==> config.mk <==
export PLATFORM = sky130hd
export DESIGN_NAME = differential_drive_odometry_unit
export DESIGN_NICKNAME = d
export VERILOG_FILES = /design/src/sv/ddo_pkg.sv /design/src/sv/ddo_arith.sv /design/src/sv/ddo_cordic.sv /design/src/sv/differential_drive_odometry_unit.sv
export SDC_FILE = /design/constraint.sdc
export NUM_CORES = 2
export LEC_CHECK = 0
export ABC_CLOCK_PERIOD_IN_PS = 15050
export BUFFER_PORTS_ARGS = -buffer_cell sky130_fd_sc_hd__buf_2
export CORE_MARGIN = 5
export CORE_UTILIZATION = 35
export DETAILED_ROUTE_END_ITERATION = 8
export PLACE_DENSITY = 0.61
export SYNTH_ARGS = -nofsm -noshare
export SYNTH_HDL_FRONTEND = slang
export SYNTH_SLANG_ARGS = --single-unit
==> constraint.sdc <==
create_clock -name clk -period 15.05 [get_ports clk]
set_input_delay 0.7525 -clock clk [delete_from_list [all_inputs] [get_ports clk]]
set_output_delay 0.7525 -clock clk [all_outputs]
set_load 0.005 [all_outputs]
==> src/sv/ddo_pkg.sv <==
// shared constants, widths and tables for the differential drive odometry unit
package ddo_pkg;

  // default number of cordic iterations and the length of the arctangent table
  localparam int CORDIC_STEPS_DEF = 24;
  localparam int ATAN_N           = 32;
  localparam int IDX_W            = 5;

  // serial arithmetic unit widths
  localparam int MA_W  = 40;  // multiplicand
  localparam int MB_W  = 33;  // multiplier
  localparam int PR_W  = 73;  // product
  localparam int DN_W  = 63;  // dividend and quotient
  localparam int DD_W  = 32;  // divisor and remainder
  localparam int CNT_W = 6;   // step counter, holds up to DN_W - 1

  // cordic datapath widths
  localparam int Z_W  = 36;
  localparam int XY_W = 36;

  // arithmetic unit operations
  localparam logic OP_MUL = 1'b0;
  localparam logic OP_DIV = 1'b1;

  // configuration register indexes
  localparam logic [1:0] REG_DPT  = 2'd0;
  localparam logic [1:0] REG_LOFS = 2'd1;
  localparam logic [1:0] REG_ROFS = 2'd2;

  // reset values of the configuration registers
  localparam logic [23:0] DPT_RST  = 24'd603936;
  localparam logic [23:0] LOFS_RST = 24'd323584;
  localparam logic [23:0] ROFS_RST = 24'd323584;

  // angle constants in q25 radians, gain in q30, degrees per radian in q24
  localparam int TWO_PI_Q25      = 210828714;
  localparam int PI_Q25          = 105414357;
  localparam int HALF_PI_Q25     = 52707179;
  localparam int CORDIC_GAIN_Q30 = 32'h26DD3B6A;
  localparam int DEG_PER_RAD_Q24 = 961263669;

  // arctangent of 2^-i in q30
  function automatic logic [31:0] atan_q30(input logic [IDX_W-1:0] i);
    logic [31:0] v;
    case (i)
      5'd0:  v = 32'h3243F6A8;
      5'd1:  v = 32'h1DAC6705;
      5'd2:  v = 32'h0FADBAFC;
      5'd3:  v = 32'h07F56EA6;
      5'd4:  v = 32'h03FEAB76;
      5'd5:  v = 32'h01FFD55B;
      5'd6:  v = 32'h00FFFAAA;
      5'd7:  v = 32'h007FFF55;
      5'd8:  v = 32'h003FFFEA;
      5'd9:  v = 32'h001FFFFD;
      5'd10: v = 32'h000FFFFF;
      5'd11: v = 32'h0007FFFF;
      5'd12: v = 32'h0003FFFF;
      5'd13: v = 32'h0001FFFF;
      5'd14: v = 32'h0000FFFF;
      5'd15: v = 32'h00007FFF;
      5'd16: v = 32'h00003FFF;
      5'd17: v = 32'h00001FFF;
      5'd18: v = 32'h00000FFF;
      5'd19: v = 32'h000007FF;
      5'd20: v = 32'h000003FF;
      5'd21: v = 32'h000001FF;
      5'd22: v = 32'h000000FF;
      5'd23: v = 32'h0000007F;
      5'd24: v = 32'h0000003F;
      5'd25: v = 32'h0000001F;
      5'd26: v = 32'h0000000F;
      5'd27: v = 32'h00000008;
      5'd28: v = 32'h00000004;
      5'd29: v = 32'h00000002;
      5'd30: v = 32'h00000001;
      default: v = 32'h00000000;
    endcase
    return v;
  endfunction

endpackage

==> src/sv/ddo_arith.sv <==
// bit serial signed multiplier and unsigned restoring divider sharing one step counter
module ddo_arith (
  input  logic                               clk,
  input  logic                               rst,
  input  logic                               start,
  input  logic                               op,
  input  logic signed [ddo_pkg::MA_W-1:0]    a,
  input  logic signed [ddo_pkg::MB_W-1:0]    b,
  input  logic        [ddo_pkg::DN_W-1:0]    n,
  input  logic        [ddo_pkg::DD_W-1:0]    d,
  output logic                               done,
  output logic signed [ddo_pkg::PR_W-1:0]    prod,
  output logic        [ddo_pkg::DN_W-1:0]    quo,
  output logic        [ddo_pkg::DD_W-1:0]    rem
);
  import ddo_pkg::*;

  logic                    busy;
  logic                    is_div;
  logic [CNT_W-1:0]        cnt;
  logic signed [PR_W-1:0]  mcand;
  logic [MB_W-1:0]         mplier;
  logic [DN_W-1:0]         num;
  logic [DD_W-1:0]         d_r;
  logic signed [PR_W-1:0]  addend;
  logic signed [PR_W-1:0]  acc_next;
  logic                    last_mul;
  logic                    last;
  logic [DD_W:0]           trial;
  logic [DD_W:0]           trial_sub;
  logic                    fits;

  // one multiplier bit or one quotient bit per cycle
  always_comb begin
    last_mul  = (cnt == CNT_W'(MB_W - 1));
    last      = is_div ? (cnt == CNT_W'(DN_W - 1)) : last_mul;
    addend    = mplier[0] ? mcand : '0;
    // the top multiplier bit carries negative weight
    acc_next  = last_mul ? (prod - addend) : (prod + addend);
    trial     = {rem, num[DN_W-1]};
    trial_sub = trial - {1'b0, d_r};
    fits      = (trial >= {1'b0, d_r});
  end

  // control
  always_ff @(posedge clk) begin
    if (rst) begin
      busy   <= 1'b0;
      done   <= 1'b0;
      is_div <= OP_MUL;
      cnt    <= '0;
    end else begin
      done <= 1'b0;
      if (start) begin
        busy   <= 1'b1;
        is_div <= op;
        cnt    <= '0;
      end else if (busy) begin
        cnt <= cnt + 1'b1;
        if (last) begin
          busy <= 1'b0;
          done <= 1'b1;
        end
      end
    end
  end

  // shift registers
  always_ff @(posedge clk) begin
    if (start) begin
      mcand  <= {{(PR_W-MA_W){a[MA_W-1]}}, a};
      mplier <= b;
      prod   <= '0;
      num    <= n;
      d_r    <= d;
      rem    <= '0;
      quo    <= '0;
    end else if (busy) begin
      if (is_div == OP_DIV) begin
        num <= {num[DN_W-2:0], 1'b0};
        quo <= {quo[DN_W-2:0], fits};
        rem <= fits ? trial_sub[DD_W-1:0] : trial[DD_W-1:0];
      end else begin
        prod   <= acc_next;
        mcand  <= {mcand[PR_W-2:0], 1'b0};
        mplier <= {1'b0, mplier[MB_W-1:1]};
      end
    end
  end

endmodule

==> src/sv/ddo_cordic.sv <==
// iterative rotation mode cordic, one micro rotation per cycle
module ddo_cordic #(
  parameter int STEPS = ddo_pkg::CORDIC_STEPS_DEF
) (
  input  logic                               clk,
  input  logic                               rst,
  input  logic                               start,
  input  logic signed [ddo_pkg::Z_W-1:0]     z0,
  input  logic                               neg,
  output logic                               done,
  output logic signed [ddo_pkg::XY_W-1:0]    sin_o,
  output logic signed [ddo_pkg::XY_W-1:0]    cos_o
);
  import ddo_pkg::*;

  localparam int ITERS = (STEPS < ATAN_N) ? STEPS : ATAN_N;

  logic                    busy;
  logic [IDX_W-1:0]        cnt;
  logic                    neg_r;
  logic signed [XY_W-1:0]  x;
  logic signed [XY_W-1:0]  y;
  logic signed [Z_W-1:0]   z;
  logic signed [XY_W-1:0]  xs;
  logic signed [XY_W-1:0]  ys;
  logic signed [Z_W-1:0]   at;

  // shifted terms and table angle for this iteration
  always_comb begin
    xs = x >>> cnt;
    ys = y >>> cnt;
    at = Z_W'(atan_q30(cnt));
  end

  // control
  always_ff @(posedge clk) begin
    if (rst) begin
      busy <= 1'b0;
      done <= 1'b0;
      cnt  <= '0;
    end else begin
      done <= 1'b0;
      if (start) begin
        busy <= 1'b1;
        cnt  <= '0;
      end else if (busy) begin
        cnt <= cnt + 1'b1;
        if (cnt == IDX_W'(ITERS - 1)) begin
          busy <= 1'b0;
          done <= 1'b1;
        end
      end
    end
  end

  // rotation
  always_ff @(posedge clk) begin
    if (start) begin
      x     <= XY_W'(CORDIC_GAIN_Q30);
      y     <= '0;
      z     <= z0;
      neg_r <= neg;
    end else if (busy) begin
      if (!z[Z_W-1]) begin
        x <= x - ys;
        y <= y + xs;
        z <= z - at;
      end else begin
        x <= x + ys;
        y <= y - xs;
        z <= z + at;
      end
    end
  end

  // half turn folded back in
  assign sin_o = neg_r ? -y : y;
  assign cos_o = neg_r ? -x : x;

endmodule

==> src/sv/differential_drive_odometry_unit.sv <==
// differential drive arc odometry: pose update from absolute wheel encoder positions
// One transaction in yields one pose transaction out. Each item is worked through in
// sequence on a single bit serial unit and a cordic of min(CORDIC_STEPS, 32) iterations
// that runs once or twice. An item takes longest when a larger heading change needs the
// sin(h)/h division, less for a small heading change and least with a zero wheel base. The
// time per item is set almost wholly by the shared multiply and divide unit. The input is
// ready again as soon as the previous result sits in the output register, so a result
// waiting on the master side holds nothing up until the next result is ready. Configuration
// writes land at once and are meant for idle periods only.
module differential_drive_odometry_unit #(
  parameter int CORDIC_STEPS = ddo_pkg::CORDIC_STEPS_DEF
) (
  input  logic         clk,
  input  logic         rst,
  input  logic         s_axis_tvalid,
  output logic         s_axis_tready,
  input  logic [63:0]  s_axis_tdata,   // left_position, right_position
  output logic         m_axis_tvalid,
  input  logic         m_axis_tready,
  output logic [127:0] m_axis_tdata,   // pos_x, pos_y, heading_rad, heading_deg
  output logic [0:0]   m_axis_tuser,   // overflow
  input  logic         cfg_we,
  input  logic [1:0]   cfg_addr,
  input  logic [23:0]  cfg_wdata
);
  import ddo_pkg::*;

  localparam logic [3:0] S_IDLE  = 4'd0;
  localparam logic [3:0] S_DL    = 4'd1;
  localparam logic [3:0] S_DR    = 4'd2;
  localparam logic [3:0] S_DTH   = 4'd3;
  localparam logic [3:0] S_DSEL  = 4'd4;
  localparam logic [3:0] S_SQ    = 4'd5;
  localparam logic [3:0] S_SQDIV = 4'd6;
  localparam logic [3:0] S_RED   = 4'd7;
  localparam logic [3:0] S_COR   = 4'd8;
  localparam logic [3:0] S_RDIV  = 4'd9;
  localparam logic [3:0] S_CHM   = 4'd10;
  localparam logic [3:0] S_C16   = 4'd11;
  localparam logic [3:0] S_DX    = 4'd12;
  localparam logic [3:0] S_DY    = 4'd13;
  localparam logic [3:0] S_DEG   = 4'd14;
  localparam logic [3:0] S_OUT   = 4'd15;

  localparam logic signed [59:0] CHORD_LIM = 60'sd70368744177664;

  // configuration and pose state
  logic [23:0]         dpt;
  logic [23:0]         lofs;
  logic [23:0]         rofs;
  logic signed [31:0]  last_l;
  logic signed [31:0]  last_r;
  logic signed [31:0]  pose_x;
  logic signed [31:0]  pose_y;
  logic signed [31:0]  pose_th;

  // per item working registers
  logic [3:0]          state;
  logic signed [32:0]  d_r;
  logic signed [57:0]  dl;
  logic                dneg;
  logic signed [31:0]  dth;
  logic signed [31:0]  ratio;
  logic signed [33:0]  ang;
  logic                phase;
  logic signed [39:0]  chord16;
  logic signed [XY_W-1:0] cs;
  logic                ov;
  logic [31:0]         deg;

  // arithmetic unit and cordic hookup
  logic                   ar_start;
  logic                   ar_op;
  logic signed [MA_W-1:0] ar_a;
  logic signed [MB_W-1:0] ar_b;
  logic [DN_W-1:0]        ar_n;
  logic [DD_W-1:0]        ar_d;
  logic                   ar_done;
  logic signed [PR_W-1:0] ar_prod;
  logic [DN_W-1:0]        ar_quo;
  logic [DD_W-1:0]        ar_rem;
  logic                   cor_start;
  logic signed [Z_W-1:0]  cor_z;
  logic                   cor_neg;
  logic                   cor_done;
  logic signed [XY_W-1:0] cor_sin;
  logic signed [XY_W-1:0] cor_cos;

  // combinational helpers
  logic signed [31:0]  in_l;
  logic signed [31:0]  in_r;
  logic signed [32:0]  d_l_w;
  logic signed [32:0]  d_r_w;
  logic signed [58:0]  diff_w;
  logic [58:0]         mag_w;
  logic [46:0]         magc;
  logic [24:0]         base;
  logic [31:0]         q_c;
  logic                small_ang;
  logic signed [30:0]  r0;
  logic signed [30:0]  r1;
  logic signed [30:0]  r2;
  logic signed [30:0]  r3;
  logic                fold;
  logic signed [Z_W-1:0] z_w;
  logic [XY_W-1:0]     s_mag;
  logic [31:0]         dth_mag;
  logic [31:0]         qm;
  logic signed [59:0]  chord_w;
  logic signed [47:0]  cc;
  logic                chord_sat;
  logic signed [33:0]  phi;
  logic signed [45:0]  sum_p;
  logic signed [31:0]  sat_p;
  logic                hit_p;
  logic signed [32:0]  th_sum;
  logic signed [31:0]  th_sat;
  logic                th_hit;

  ddo_arith u_arith (
    .clk   (clk),
    .rst   (rst),
    .start (ar_start),
    .op    (ar_op),
    .a     (ar_a),
    .b     (ar_b),
    .n     (ar_n),
    .d     (ar_d),
    .done  (ar_done),
    .prod  (ar_prod),
    .quo   (ar_quo),
    .rem   (ar_rem)
  );

  ddo_cordic #(.STEPS(CORDIC_STEPS)) u_cordic (
    .clk   (clk),
    .rst   (rst),
    .start (cor_start),
    .z0    (cor_z),
    .neg   (cor_neg),
    .done  (cor_done),
    .sin_o (cor_sin),
    .cos_o (cor_cos)
  );

  assign s_axis_tready = (state == S_IDLE);

  always_comb begin
    in_l  = $signed(s_axis_tdata[31:0]);
    in_r  = $signed(s_axis_tdata[63:32]);
    d_l_w = $signed({in_l[31], in_l}) - $signed({last_l[31], last_l});
    d_r_w = $signed({in_r[31], in_r}) - $signed({last_r[31], last_r});
    base  = {1'b0, lofs} + {1'b0, rofs};

    // wheel difference magnitude, clamped
    diff_w = $signed({ar_prod[57], ar_prod[57:0]}) - $signed({dl[57], dl});
    mag_w  = diff_w[58] ? 59'(-diff_w) : 59'(diff_w);
    magc   = (mag_w > 59'(CHORD_LIM)) ? 47'(CHORD_LIM) : mag_w[46:0];

    // heading change quotient clamped to 2^31
    q_c       = (ar_quo > 63'h80000000) ? 32'h80000000 : ar_quo[31:0];
    small_ang = (dth > -32'sd1048576) && (dth < 32'sd1048576);

    // angle reduction into [-pi/2, pi/2] with a half turn flag
    r0 = ang[33] ? -$signed({1'b0, ar_rem[29:0]}) : $signed({1'b0, ar_rem[29:0]});
    r1 = (r0 >= 31'(PI_Q25)) ? 31'(r0 - 31'(TWO_PI_Q25)) : r0;
    r2 = (r1 < -31'(PI_Q25)) ? 31'(r1 + 31'(TWO_PI_Q25)) : r1;
    fold = 1'b0;
    r3   = r2;
    if (r2 > 31'(HALF_PI_Q25)) begin
      r3   = 31'(r2 - 31'(PI_Q25));
      fold = 1'b1;
    end else if (r2 < -31'(HALF_PI_Q25)) begin
      r3   = 31'(r2 + 31'(PI_Q25));
      fold = 1'b1;
    end
    z_w = {r3, 5'b0};

    // sin(h)/h for larger angles
    s_mag   = cor_sin[XY_W-1] ? XY_W'(-cor_sin) : XY_W'(cor_sin);
    dth_mag = dth[31] ? 32'(-dth) : 32'(dth);
    qm      = (ar_quo > 63'h40000000) ? 32'h40000000 : ar_quo[31:0];

    // chord before scaling, clamped
    chord_w   = $signed({{2{dl[57]}}, dl}) + $signed(ar_prod[75-16-1:16]);
    chord_sat = (chord_w > CHORD_LIM) || (chord_w < -CHORD_LIM);
    if (chord_w > CHORD_LIM) begin
      cc = 48'(CHORD_LIM);
    end else if (chord_w < -CHORD_LIM) begin
      cc = 48'(-CHORD_LIM);
    end else begin
      cc = chord_w[47:0];
    end

    phi = $signed({pose_th[31], pose_th, 1'b0}) + $signed({{2{dth[31]}}, dth});

    // pose coordinate update, x or y by state
    sum_p = (state == S_DX) ? $signed({{14{pose_x[31]}}, pose_x}) : $signed({{14{pose_y[31]}}, pose_y});
    sum_p = sum_p + $signed(ar_prod[PR_W-1:28]);
    hit_p = (sum_p > 46'sd2147483647) || (sum_p < -46'sd2147483648);
    if (sum_p > 46'sd2147483647) begin
      sat_p = 32'sh7FFFFFFF;
    end else if (sum_p < -46'sd2147483648) begin
      sat_p = 32'sh80000000;
    end else begin
      sat_p = sum_p[31:0];
    end

    th_sum = $signed({pose_th[31], pose_th}) + $signed({dth[31], dth});
    th_hit = (th_sum[32] != th_sum[31]);
    th_sat = th_hit ? (th_sum[32] ? 32'sh80000000 : 32'sh7FFFFFFF) : th_sum[31:0];
  end

  // configuration writes
  always_ff @(posedge clk) begin
    if (rst) begin
      dpt  <= DPT_RST;
      lofs <= LOFS_RST;
      rofs <= ROFS_RST;
    end else if (cfg_we) begin
      case (cfg_addr)
        REG_DPT:  dpt  <= cfg_wdata;
        REG_LOFS: lofs <= cfg_wdata;
        REG_ROFS: rofs <= cfg_wdata;
        default:  ;
      endcase
    end
  end

  // sequencer
  always_ff @(posedge clk) begin
    if (rst) begin
      state         <= S_IDLE;
      ar_start      <= 1'b0;
      cor_start     <= 1'b0;
      m_axis_tvalid <= 1'b0;
      last_l        <= '0;
      last_r        <= '0;
      pose_x        <= '0;
      pose_y        <= '0;
      pose_th       <= '0;
      ov            <= 1'b0;
    end else begin
      ar_start  <= 1'b0;
      cor_start <= 1'b0;
      if (m_axis_tvalid && m_axis_tready && state != S_OUT) begin
        m_axis_tvalid <= 1'b0;
      end
      case (state)
        S_IDLE: begin
          if (s_axis_tvalid) begin
            d_r      <= d_r_w;
            last_l   <= in_l;
            last_r   <= in_r;
            ov       <= 1'b0;
            ar_op    <= OP_MUL;
            ar_a     <= {16'b0, dpt};
            ar_b     <= d_l_w;
            ar_start <= 1'b1;
            state    <= S_DL;
          end
        end
        S_DL: begin
          if (ar_done) begin
            dl       <= ar_prod[57:0];
            ar_op    <= OP_MUL;
            ar_a     <= {16'b0, dpt};
            ar_b     <= d_r;
            ar_start <= 1'b1;
            state    <= S_DR;
          end
        end
        S_DR: begin
          if (ar_done) begin
            dneg <= diff_w[58];
            if (base == '0) begin
              dth   <= '0;
              state <= S_DSEL;
            end else begin
              ar_op    <= OP_DIV;
              ar_n     <= {magc, 16'b0};
              ar_d     <= {7'b0, base};
              ar_start <= 1'b1;
              state    <= S_DTH;
            end
          end
        end
        S_DTH: begin
          if (ar_done) begin
            if (dneg) begin
              dth <= -$signed(q_c);
            end else if (q_c == 32'h80000000) begin
              dth <= 32'sh7FFFFFFF;
              ov  <= 1'b1;
            end else begin
              dth <= $signed(q_c);
            end
            state <= S_DSEL;
          end
        end
        S_DSEL: begin
          ar_start <= 1'b1;
          if (small_ang) begin
            ar_op <= OP_MUL;
            ar_a  <= MA_W'(dth);
            ar_b  <= MB_W'(dth);
            state <= S_SQ;
          end else begin
            ang   <= 34'(dth);
            phase <= 1'b0;
            ar_op <= OP_DIV;
            ar_n  <= {31'b0, dth_mag};
            ar_d  <= DD_W'(TWO_PI_Q25);
            state <= S_RED;
          end
        end
        S_SQ: begin
          if (ar_done) begin
            ar_op    <= OP_DIV;
            ar_n     <= ar_prod[DN_W-1:0];
            ar_d     <= 32'd6291456;
            ar_start <= 1'b1;
            state    <= S_SQDIV;
          end
        end
        S_SQDIV: begin
          if (ar_done) begin
            ratio    <= 32'sh40000000 - $signed(ar_quo[31:0]);
            ar_op    <= OP_MUL;
            ar_a     <= {16'b0, lofs};
            ar_b     <= MB_W'(dth);
            ar_start <= 1'b1;
            state    <= S_CHM;
          end
        end
        S_RED: begin
          if (ar_done) begin
            cor_z     <= z_w;
            cor_neg   <= fold;
            cor_start <= 1'b1;
            state     <= S_COR;
          end
        end
        S_COR: begin
          if (cor_done) begin
            ar_start <= 1'b1;
            if (!phase) begin
              dneg  <= cor_sin[XY_W-1] ^ dth[31];
              ar_op <= OP_DIV;
              ar_n  <= DN_W'(s_mag) << 25;
              ar_d  <= dth_mag;
              state <= S_RDIV;
            end else begin
              cs    <= cor_cos;
              ar_op <= OP_MUL;
              ar_a  <= chord16;
              ar_b  <= MB_W'(cor_sin >>> 6);
              state <= S_DX;
            end
          end
        end
        S_RDIV: begin
          if (ar_done) begin
            ratio    <= dneg ? -$signed(qm) : $signed(qm);
            ar_op    <= OP_MUL;
            ar_a     <= {16'b0, lofs};
            ar_b     <= MB_W'(dth);
            ar_start <= 1'b1;
            state    <= S_CHM;
          end
        end
        S_CHM: begin
          if (ar_done) begin
            if (chord_sat) begin
              ov <= 1'b1;
            end
            ar_op    <= OP_MUL;
            ar_a     <= cc[47:8];
            ar_b     <= MB_W'(ratio >>> 6);
            ar_start <= 1'b1;
            state    <= S_C16;
          end
        end
        S_C16: begin
          if (ar_done) begin
            chord16  <= ar_prod[63:24];
            ang      <= phi;
            phase    <= 1'b1;
            ar_op    <= OP_DIV;
            ar_n     <= DN_W'(phi[33] ? 34'(-phi) : 34'(phi));
            ar_d     <= DD_W'(TWO_PI_Q25);
            ar_start <= 1'b1;
            state    <= S_RED;
          end
        end
        S_DX: begin
          if (ar_done) begin
            pose_x <= sat_p;
            if (hit_p) begin
              ov <= 1'b1;
            end
            ar_op    <= OP_MUL;
            ar_a     <= chord16;
            ar_b     <= MB_W'(cs >>> 6);
            ar_start <= 1'b1;
            state    <= S_DY;
          end
        end
        S_DY: begin
          if (ar_done) begin
            pose_y  <= sat_p;
            pose_th <= th_sat;
            if (hit_p || th_hit) begin
              ov <= 1'b1;
            end
            ar_op    <= OP_MUL;
            ar_a     <= MA_W'(DEG_PER_RAD_Q24);
            ar_b     <= MB_W'(th_sat);
            ar_start <= 1'b1;
            state    <= S_DEG;
          end
        end
        S_DEG: begin
          if (ar_done) begin
            deg   <= ar_prod[62:31];
            state <= S_OUT;
          end
        end
        S_OUT: begin
          if (!m_axis_tvalid || m_axis_tready) begin
            m_axis_tdata  <= {deg, pose_th, pose_y, pose_x};
            m_axis_tuser  <= ov;
            m_axis_tvalid <= 1'b1;
            state         <= S_IDLE;
          end
        end
        default: state <= S_IDLE;
      endcase
    end
  end

  // one item in flight at a time
  a_one_item: assert property (@(posedge clk) disable iff (rst)
    (s_axis_tvalid && s_axis_tready) |=> !s_axis_tready)
    else $error("input taken while an item is in progress");

  // arithmetic results only arrive while the sequencer waits for one
  a_ar_done: assert property (@(posedge clk) disable iff (rst)
    ar_done |-> (state != S_IDLE && state != S_OUT && state != S_COR && state != S_DSEL))
    else $error("arithmetic result with no operation pending");

  // cordic results only arrive in the cordic wait state
  a_cor_done: assert property (@(posedge clk) disable iff (rst)
    cor_done |-> (state == S_COR))
    else $error("cordic result with no rotation pending");

  // a result is only loaded after the degree conversion
  a_load: assert property (@(posedge clk) disable iff (rst)
    (state == S_OUT && $past(state) != S_OUT) |-> ($past(state) == S_DEG))
    else $error("output stage entered out of order");

endmodule
== Yosys cells after proc, flatten, opt, wreduce, memory -nomap -nowiden ==
Memory sizes are Yosys's and may differ from the RTL's. A register that Yosys moved wholly into a read port is not among the register bits.
Cells that the tools add are included.

* Bits of input ports: 95
* Output and inout port bits: 131
* Register bits after elaboration: 1363
* ROM bits: 960
* Logic and storage cells: 368
* Memories: 1

* Order comparisons: 14
* Multiplexer cells: 151
* Eq/ne operators: 53
* Shift operators: 2
* Reduce and logical (&&, ||, !) cells: 57
* Bitwise gates (word level): 6
* Add/subtract/negate cells: 33

{| class="wikitable"
|+ Memory list
! memory !! words !! width !! read ports !! clocked after Yosys merged registers in !! write ports !! RTL line !! text
|-
| (no name shown) || 32 || 30 || 1 || 1 || 0 || ddo_pkg.sv:45 || <nowiki>case (i)</nowiki>
|}

{| class="wikitable"
|+ Operator list
! kind !! number
|-
| 32-bit two-way mux || 23
|-
| 63-bit two-way mux || 11
|-
| 33-bit two-way mux || 12
|-
| 73-bit two-way mux || 5
|-
| 40-bit two-way mux || 9
|-
| 40-bit case mux with 8 select lines || 1
|-
| 63-bit case mux with 5 select lines || 1
|-
| 36-bit two-way mux || 8
|-
| 33-bit case mux with 8 select lines || 1
|-
| 32-bit case mux with 5 select lines || 1
|-
| 31-bit two-way mux || 5
|-
| 32-bit case mux with 2 select lines || 2
|-
| 36-bit negation || 3
|-
| 48-bit two-way mux || 2
|-
| 32-bit negation || 3
|-
| 73-bit adder || 1
|-
| 73-bit subtractor || 1
|-
| 36-bit adder || 2
|-
| 36-bit by 5-bit >>> shifter with 36-bit output || 2
|-
| 36-bit subtractor || 2
|-
| 34-bit two-way mux || 2
|-
| 34-bit case mux with 2 select lines || 1
|-
| 32-bit by 32-bit subtractor with 33-bit output || 2
|-
| 63-bit by 31-bit greater-than comparator with 1-bit output, second input constant || 1
|-
| 81 further kinds || 215
|}

== Logic depth before layout (Yosys ltp) ==
* Depth after elaboration: 9
* Depth in mapped cells: 39
* Depth with buffers taken out: 33

== Cells and area by module ==
A second synthesis with hierarchy kept.

* Cell total of the unflattened synthesis: 11341
* Area, all modules: 99709.4 sq um

{| class="wikitable"
|+ By module, submodules not included
! module !! instances !! area each (sq um) !! cells each
|-
| differential_drive_odometry_unit || 1 || 57312.5 || 6382
|-
| ddo_arith || 1 || 22607.9 || 2503
|-
| ddo_cordic || 1 || 19789.0 || 2456
|}

== Worst setup path after synthesis ==
OpenSTA, ideal clock, no wires.

* Path type: register to register
* Start: register state[0]
* End: register m_axis_tdata[0], enable pin
* Cell stages (with the launch flop): 6
* Path slack: 0.702 ns
* Data required time: 14.117 ns
* Setup time: 0.933 ns
* Clock period less this slack: 14.348 ns
* Data arrival time: 13.415 ns
* Path through: dfxtp_1 > clkbuf_1 > clkbuf_1 > clkbuf_1 > nand2_1 > nor4_1

* Word-level cells in the longest chain between the ends: 2

{| class="wikitable"
|+ Ends and longest elaborated chain
! what !! RTL line !! text
|-
| from (decl) || differential_drive_odometry_unit.sv:58 || <nowiki>logic [3:0] state;</nowiki>
|-
| from (signal assigned) || differential_drive_odometry_unit.sv:233 || <nowiki>state <= S_IDLE;</nowiki>
|-
| from (signal assigned) || differential_drive_odometry_unit.sv:260 || <nowiki>state <= S_DL;</nowiki>
|-
| from (signal assigned) || differential_drive_odometry_unit.sv:270 || <nowiki>state <= S_DR;</nowiki>
|-
| 4-bit == test || differential_drive_odometry_unit.sv:249 || <nowiki>case (state)</nowiki>
|-
| 3-bit AND reduction (no source line) || n/a ||
|-
| to (signal assigned) || differential_drive_odometry_unit.sv:431 || <nowiki>m_axis_tdata <= {deg, pose_th, pose_y, pose_x};</nowiki>
|-
| to (decl) || differential_drive_odometry_unit.sv:20 || <nowiki>output logic [127:0] m_axis_tdata,</nowiki>
|}

Every way passes these cells.
A chain may end at the register's enable or synchronous reset.

== Final worst setup path ==
* Start: register u_arith.rem[0] (netlist name)
* End: register cor_z[33] (data pin)

* Word-level cells in the longest chain between the ends: 9
* Elaborated cells between the ends (all ways): 14
* Classes of those cells: 5 x add/sub; 4 x order compare; 5 x mux

{| class="wikitable"
|+ Ends and longest elaborated chain
! what !! RTL line !! text
|-
| from (decl) || ddo_arith.sv:14 || <nowiki>output logic [ddo_pkg::DD_W-1:0] rem</nowiki>
|-
| from (signal assigned) || ddo_arith.sv:82 || <nowiki>rem <= fits ? trial_sub[DD_W-1:0] : trial[DD_W-1:0];</nowiki>
|-
| 30-bit negation with 31-bit output || differential_drive_odometry_unit.sv:165 || <nowiki>r0 = ang[33] ? -$signed({1'b0, ar_rem[29:0]}) : $signed({1'b0, ar_rem[29:0]});</nowiki>
|-
| 31-bit two-way mux * || differential_drive_odometry_unit.sv:165 ||
|-
| 31-bit by 29-bit subtractor with 31-bit output / 31-bit by 28-bit greater-or-equal comparator with 1-bit output (equally long branches) || differential_drive_odometry_unit.sv:166 || <nowiki>r1 = (r0 >= 31'(PI_Q25)) ? 31'(r0 - 31'(TWO_PI_Q25)) : r0;</nowiki>
|-
| 31-bit two-way mux * || differential_drive_odometry_unit.sv:166 ||
|-
| 31-bit by 29-bit adder with 31-bit output / 31-bit by 28-bit less-than comparator with 1-bit output (equally long branches) || differential_drive_odometry_unit.sv:167 || <nowiki>r2 = (r1 < -31'(PI_Q25)) ? 31'(r1 + 31'(TWO_PI_Q25)) : r1;</nowiki>
|-
| 31-bit two-way mux * || differential_drive_odometry_unit.sv:167 ||
|-
| 31-bit by 28-bit adder with 31-bit output / 31-bit by 27-bit less-than comparator with 1-bit output (equally long branches) || differential_drive_odometry_unit.sv:174, differential_drive_odometry_unit.sv:173 ||
|-
| 31-bit two-way mux || differential_drive_odometry_unit.sv:173 || <nowiki>end else if (r2 < -31'(HALF_PI_Q25)) begin</nowiki>
|-
| 31-bit two-way mux * || differential_drive_odometry_unit.sv:170 || <nowiki>if (r2 > 31'(HALF_PI_Q25)) begin</nowiki>
|-
| net r3[28] || differential_drive_odometry_unit.sv:103 || <nowiki>logic signed [30:0] r3;</nowiki>
|-
| to (signal assigned) || differential_drive_odometry_unit.sv:338 || <nowiki>cor_z <= z_w;</nowiki>
|-
| to (decl) || differential_drive_odometry_unit.sv:83 || <nowiki>logic signed [Z_W-1:0] cor_z;</nowiki>
|}

The timed path passes the listed nets; every way through them passes the cells marked *.

==> results by stage <==
Outcome:
- The run finished with clean final reports.

CTS:
- The hold-fix buffer count after cts is 0.
- The buffer count from post-CTS setup fixing is 0.
- Buffers inserted during clock tree synthesis total 147.
- The post-cts sizing count is 0.
- The maximum clock insertion buffer count is 3.
- The clock transition at the register clock pins on the worst setup and hold paths after CTS is 60 ps.
- The source-to-sink clock delay at the later pin of the worst-skew pair is 880 ps.
- For this design, the sink count on the clock tree is 1348.
- TritonCTS built the clock tree.
- The cell sitting at the root of the clock tree is a clkbuf_16.
- The maximum level of the CTS H-tree is 4.

Floorplan:
- The area of the die is 290000 µm².
- Once the floorplan was initialized, standard cells occupied 35.0% of the core.
- The die outline height is 538 µm.
- During I/O placement, the number of pins put on the boundary was 226.
- From left edge to right edge, the die measures 538 µm.
- The core footprint is 279000 µm².
- In this run the core area contains 194 standard-cell rows.

Detailed routing:
- The total vias in the final route is 88.1k.
- In the routed design, unresolved DRC markers number 0.
- The count of TritonRoute iterations in the first routing pass is 7.
- The detailed router finished its first iteration with 9814 violations.
- The vias per cell is 5.79.
- The count of nets left with antenna violations once routing finished came out at 0.
- The total wire length after detailed routing is 344 mm.
- The average detailed-routed wire length per instance is 22.6 µm.

Global routing:
- Entering global routing, the biggest net connects 123 pins.
- The number of global-route vias before repair came to 80.1k.
- The initial antenna violation count is 39.
- The total grt overflow is 0.
- The wire length of the first global-routing pass is 511 mm.
- Global routing consumed, over all layers together, 22.8% of the routing resources.

Placed design:
- The total instance count after detailed placement is 14.9k.
- Input and output buffers added on the ports amount to 225.
- The HPWL after detailed placement is 257 mm.
- The congestion estimate from routability-driven global placement came to 0.977.

Power:
- The proportion of power drawn by flip-flops and latches is 22.6%.
- Net switching is 49.3% of the power.
- The internal power of the cells totals 12800 µW.
- The clock network fraction of total power is 15.2%.
- The leakage power is 0.0409 µW.
- The largest voltage drop on the vdd net is 0.000294 V.
- Power spread over the standard cell area amounts to 235 nW/µm².
- Per report_power, the combinational group accounts for 62.3% of the total.
- The net switching power of the design is 12500 µW.

Layout:
- Fill cells in the final layout number 28.5k.
- The filler-free cell count of the finished design is 15.2k.
- The post-route netlist has 9.56% of its cells at a drive strength greater than 1.
- The number of nets in the finished design is 12.0k.
- The area growth from synthesis to layout is 10.5%.

Yosys:
- By instance count, the leading cell after synthesis is nand2_1.
- The number of enable-type register cells in the synthesized netlist is 822.
- The total number of yosys warnings is 0.
- The area share of the leading cell type in the synthesized netlist is 25.3%.
- By area the synthesized netlist is led by edfxtp_1, dfxtp_1, ha_1, nand2_1, a21oi_1.
- Counting every net in the synthesized netlist gives 12.1k.
- Ranked by instance count, the synthesized netlist is headed by nand2_1, nor2_1, a21oi_1.
- Averaged over all synthesized cells, the footprint is 8.57 µm².
- Counting every instance in the synthesized netlist gives 11.4k.
- In this run the cell area of the synthesized design comes to 97600 µm².
- The commonest register cell after synthesis is edfxtp_1.
- The biggest area contributor in the post-synthesis netlist is edfxtp_1.
- Of all flip-flops after synthesis, the portion carrying an async set or reset was 0%.
- Summing the sequential cell areas from Yosys gives 36.1% of the chip area.
- The count of state elements after synthesis is 1348.
- The synthesized netlist contains 115 unique library cells.

Setup path:
- The worst setup path is captured at a register.
- The number of cells on the worst reg-to-reg path is 24.
- The startpoint of the worst register-to-register path is u_arith.rem[0].
- The startpoint class of the critical path is a register.
- The critical path class is register to register.
- The largest fanout on the critical path is 27.
- For the worst setup path, the data arrival time is 10640 ps.
- The reg-to-reg setup timing slack is 4990 ps.
- STA puts the critical path data required time at 15630 ps.
- The endpoint identified for the worst register-to-register timing path is cor_z[33].

STA:
- Subtracting the final worst setup slack from the clock period gives 10060 ps.
- The number of pins with negative max-slew slack in the final report was 0.
- Setup violations remaining at the end of the flow were counted as 0.
- The slew at the pin with the worst max-slew slack is 1330 ps.
- For the final database, setup skew stands at 51.6 ps.
- Setup repair after global routing left no endpoint under its margin.
- The final-layout setup total negative slack is 0 ps.
- Static timing analysis puts the maximum clock frequency at 99.5 MHz.
- The final worst-path cycle share is 66.8%.
- The worst max-slew margin expressed relative to the limit is 11.4%.
- The hold violation total from the final report is 0.

Hold path:
- The worst hold path begins at s_axis_tdata[0].
- The class of the worst hold path is input pin to register.
- The cell count of the worst hold path is 3.
- The endpoint of the worst hold-timing path is last_l[0].

Flow run:
- The max capacitance violation total is 0.
power groups by stage:
stage | sequential, µW | clock [µW] | combinational [µW]
after global routing | 5770 | 4050 | 17100
after floorplan | 5480 | 0 | 11300
after detailed placement | 5780 | 0 | 15400
final | 5710 | 3840 | 15800
after global placement | 5760 | 0 | 15500
after CTS | 5700 | 3910 | 15500
registers in the layout (all words and copies together) (netlist names), 33 cells and up:
signal	count
u_arith.mcand	73
dl	58
u_arith.prod	73
ar_n	63
ar_a	40
ar_b	33
u_cordic.y	36
chord16	40
d_r	33
m_axis_tdata	128
u_arith.quo	63
u_arith.mplier	33
u_arith.num	63
u_cordic.x	36
u_cordic.z	36
cells by family (layout without fill, tap and decap cells):
kind of cell             after synthesis  count (layout)  synth area share, %
AO/OA/AOI/OAI                       3131            3131                 20.9
XOR/XNOR                             881             881                 7.92
adder cells (fa/ha/maj)              564             564                 7.33
buffers and inverters               1029            1113                 4.01
flip-flops                          1348            1348                 36.1
multiplexers                         345             345                 4.33
other                                  0              15                    0
AND/OR/NAND/NOR                     4094            4094                 19.5
worst max-delay path by stage:
stage	startpoint	end	slack, ps	cells past startpoint
finish	u_arith.rem[0]	cor_z[33]	4990	24
floorplan	state[0]	m_axis_tdata[0]	700	5
detailed placement	u_arith.rem[0]	cor_z[17]	5200	27
CTS	u_arith.rem[0]	cor_z[17]	5140	27
global placement	u_arith.rem[0]	cor_z[17]	5210	27
global route	u_arith.rem[0]	cor_z[17]	4130	27
critical path, stage by stage (launching register included):
cell and delay (ps):
dfxtp_1 300, buf_4 200, inv_1 270, ha_1 460, inv_1 160, or4_1 770, o31ai_1 320, a221oi_1 190
a2111oi_1 650, o2111ai_1 400, a31oi_1 730, buf_4 320, nand3_1 160, a222oi_1 340, or4b_1 680, nor3_4 960
o31a_1 270, o22ai_1 180, o311ai_1 390, o2111ai_1 200, a21oi_2 330, nand2b_1 680, inv_1 360, a32oi_1 310
xnor2_1 100
through the flow:
step	setup WS, ps	power, µW	instance area, µm²	hold slack (ps)	utilization, %
2_1_floorplan	702	16800	97600	400	-
3_3_place_gp	5210	21200	103000	400	36.9
3_5_place_dp	5200	21200	103000	405	36.9
4_1_cts	5140	25100	108000	62.1	38.7
5_1_grt	4130	27000	108000	94.6	38.7
6_report	4990	25300	108000	118	38.7
metal layers:
layer  vias up  share of wire, %  track usage (%)
li1      41690                 -                -
met1     42063                44             31.8
met2      3665                43             34.6
met3       622               8.8             4.50
met4        16               4.2             8.91
met5         -             0.067            0.362
final cells by class:
cell class	instances	area, µm²	share of cell area, %
Inverter	436	1640	1.52
Multi-Input combinational cell	9015	58800	54.5
Clock inverter	98	1180	1.10
Clock buffer	174	3870	3.59
Tap cell	3724	4660	4.32
Timing Repair Buffer	405	2500	2.32
Antenna cell	15	37.5	0.0348
Sequential cell	1348	35200	32.7
placed cells by master (no fill, tap or decap), types with 39 or more instances in the layout:
cell type and n:
ha_1 551, mux2_2 189, buf_4 179, nand3b_1 41, and3_1 87, or3_1 112
nand4_1 78, mux4_2 43, a21oi_1 967, nor4_1 92, nor3_1 349, xnor2_1 525
o21bai_1 53, o2111ai_1 46, o31ai_1 100, o221ai_1 47, nor2b_1 107, a21o_1 184
a31oi_1 168, o21ai_0 596, a221oi_1 44, mux2i_1 113, dfxtp_1 518, or4_1 44
o41ai_1 39, or2_2 81, xor2_1 352, o21a_1 100, a21boi_0 52, nor2_1 1029
inv_1 424, nand3_1 264, and2_1 57, a211oi_1 196, buf_2 224, nand2_1 1463
edfxtp_1 822, nand2b_1 134, clkbuf_16 148, o211ai_1 67
No activity file was read; power rests on OpenSTA's default activity.
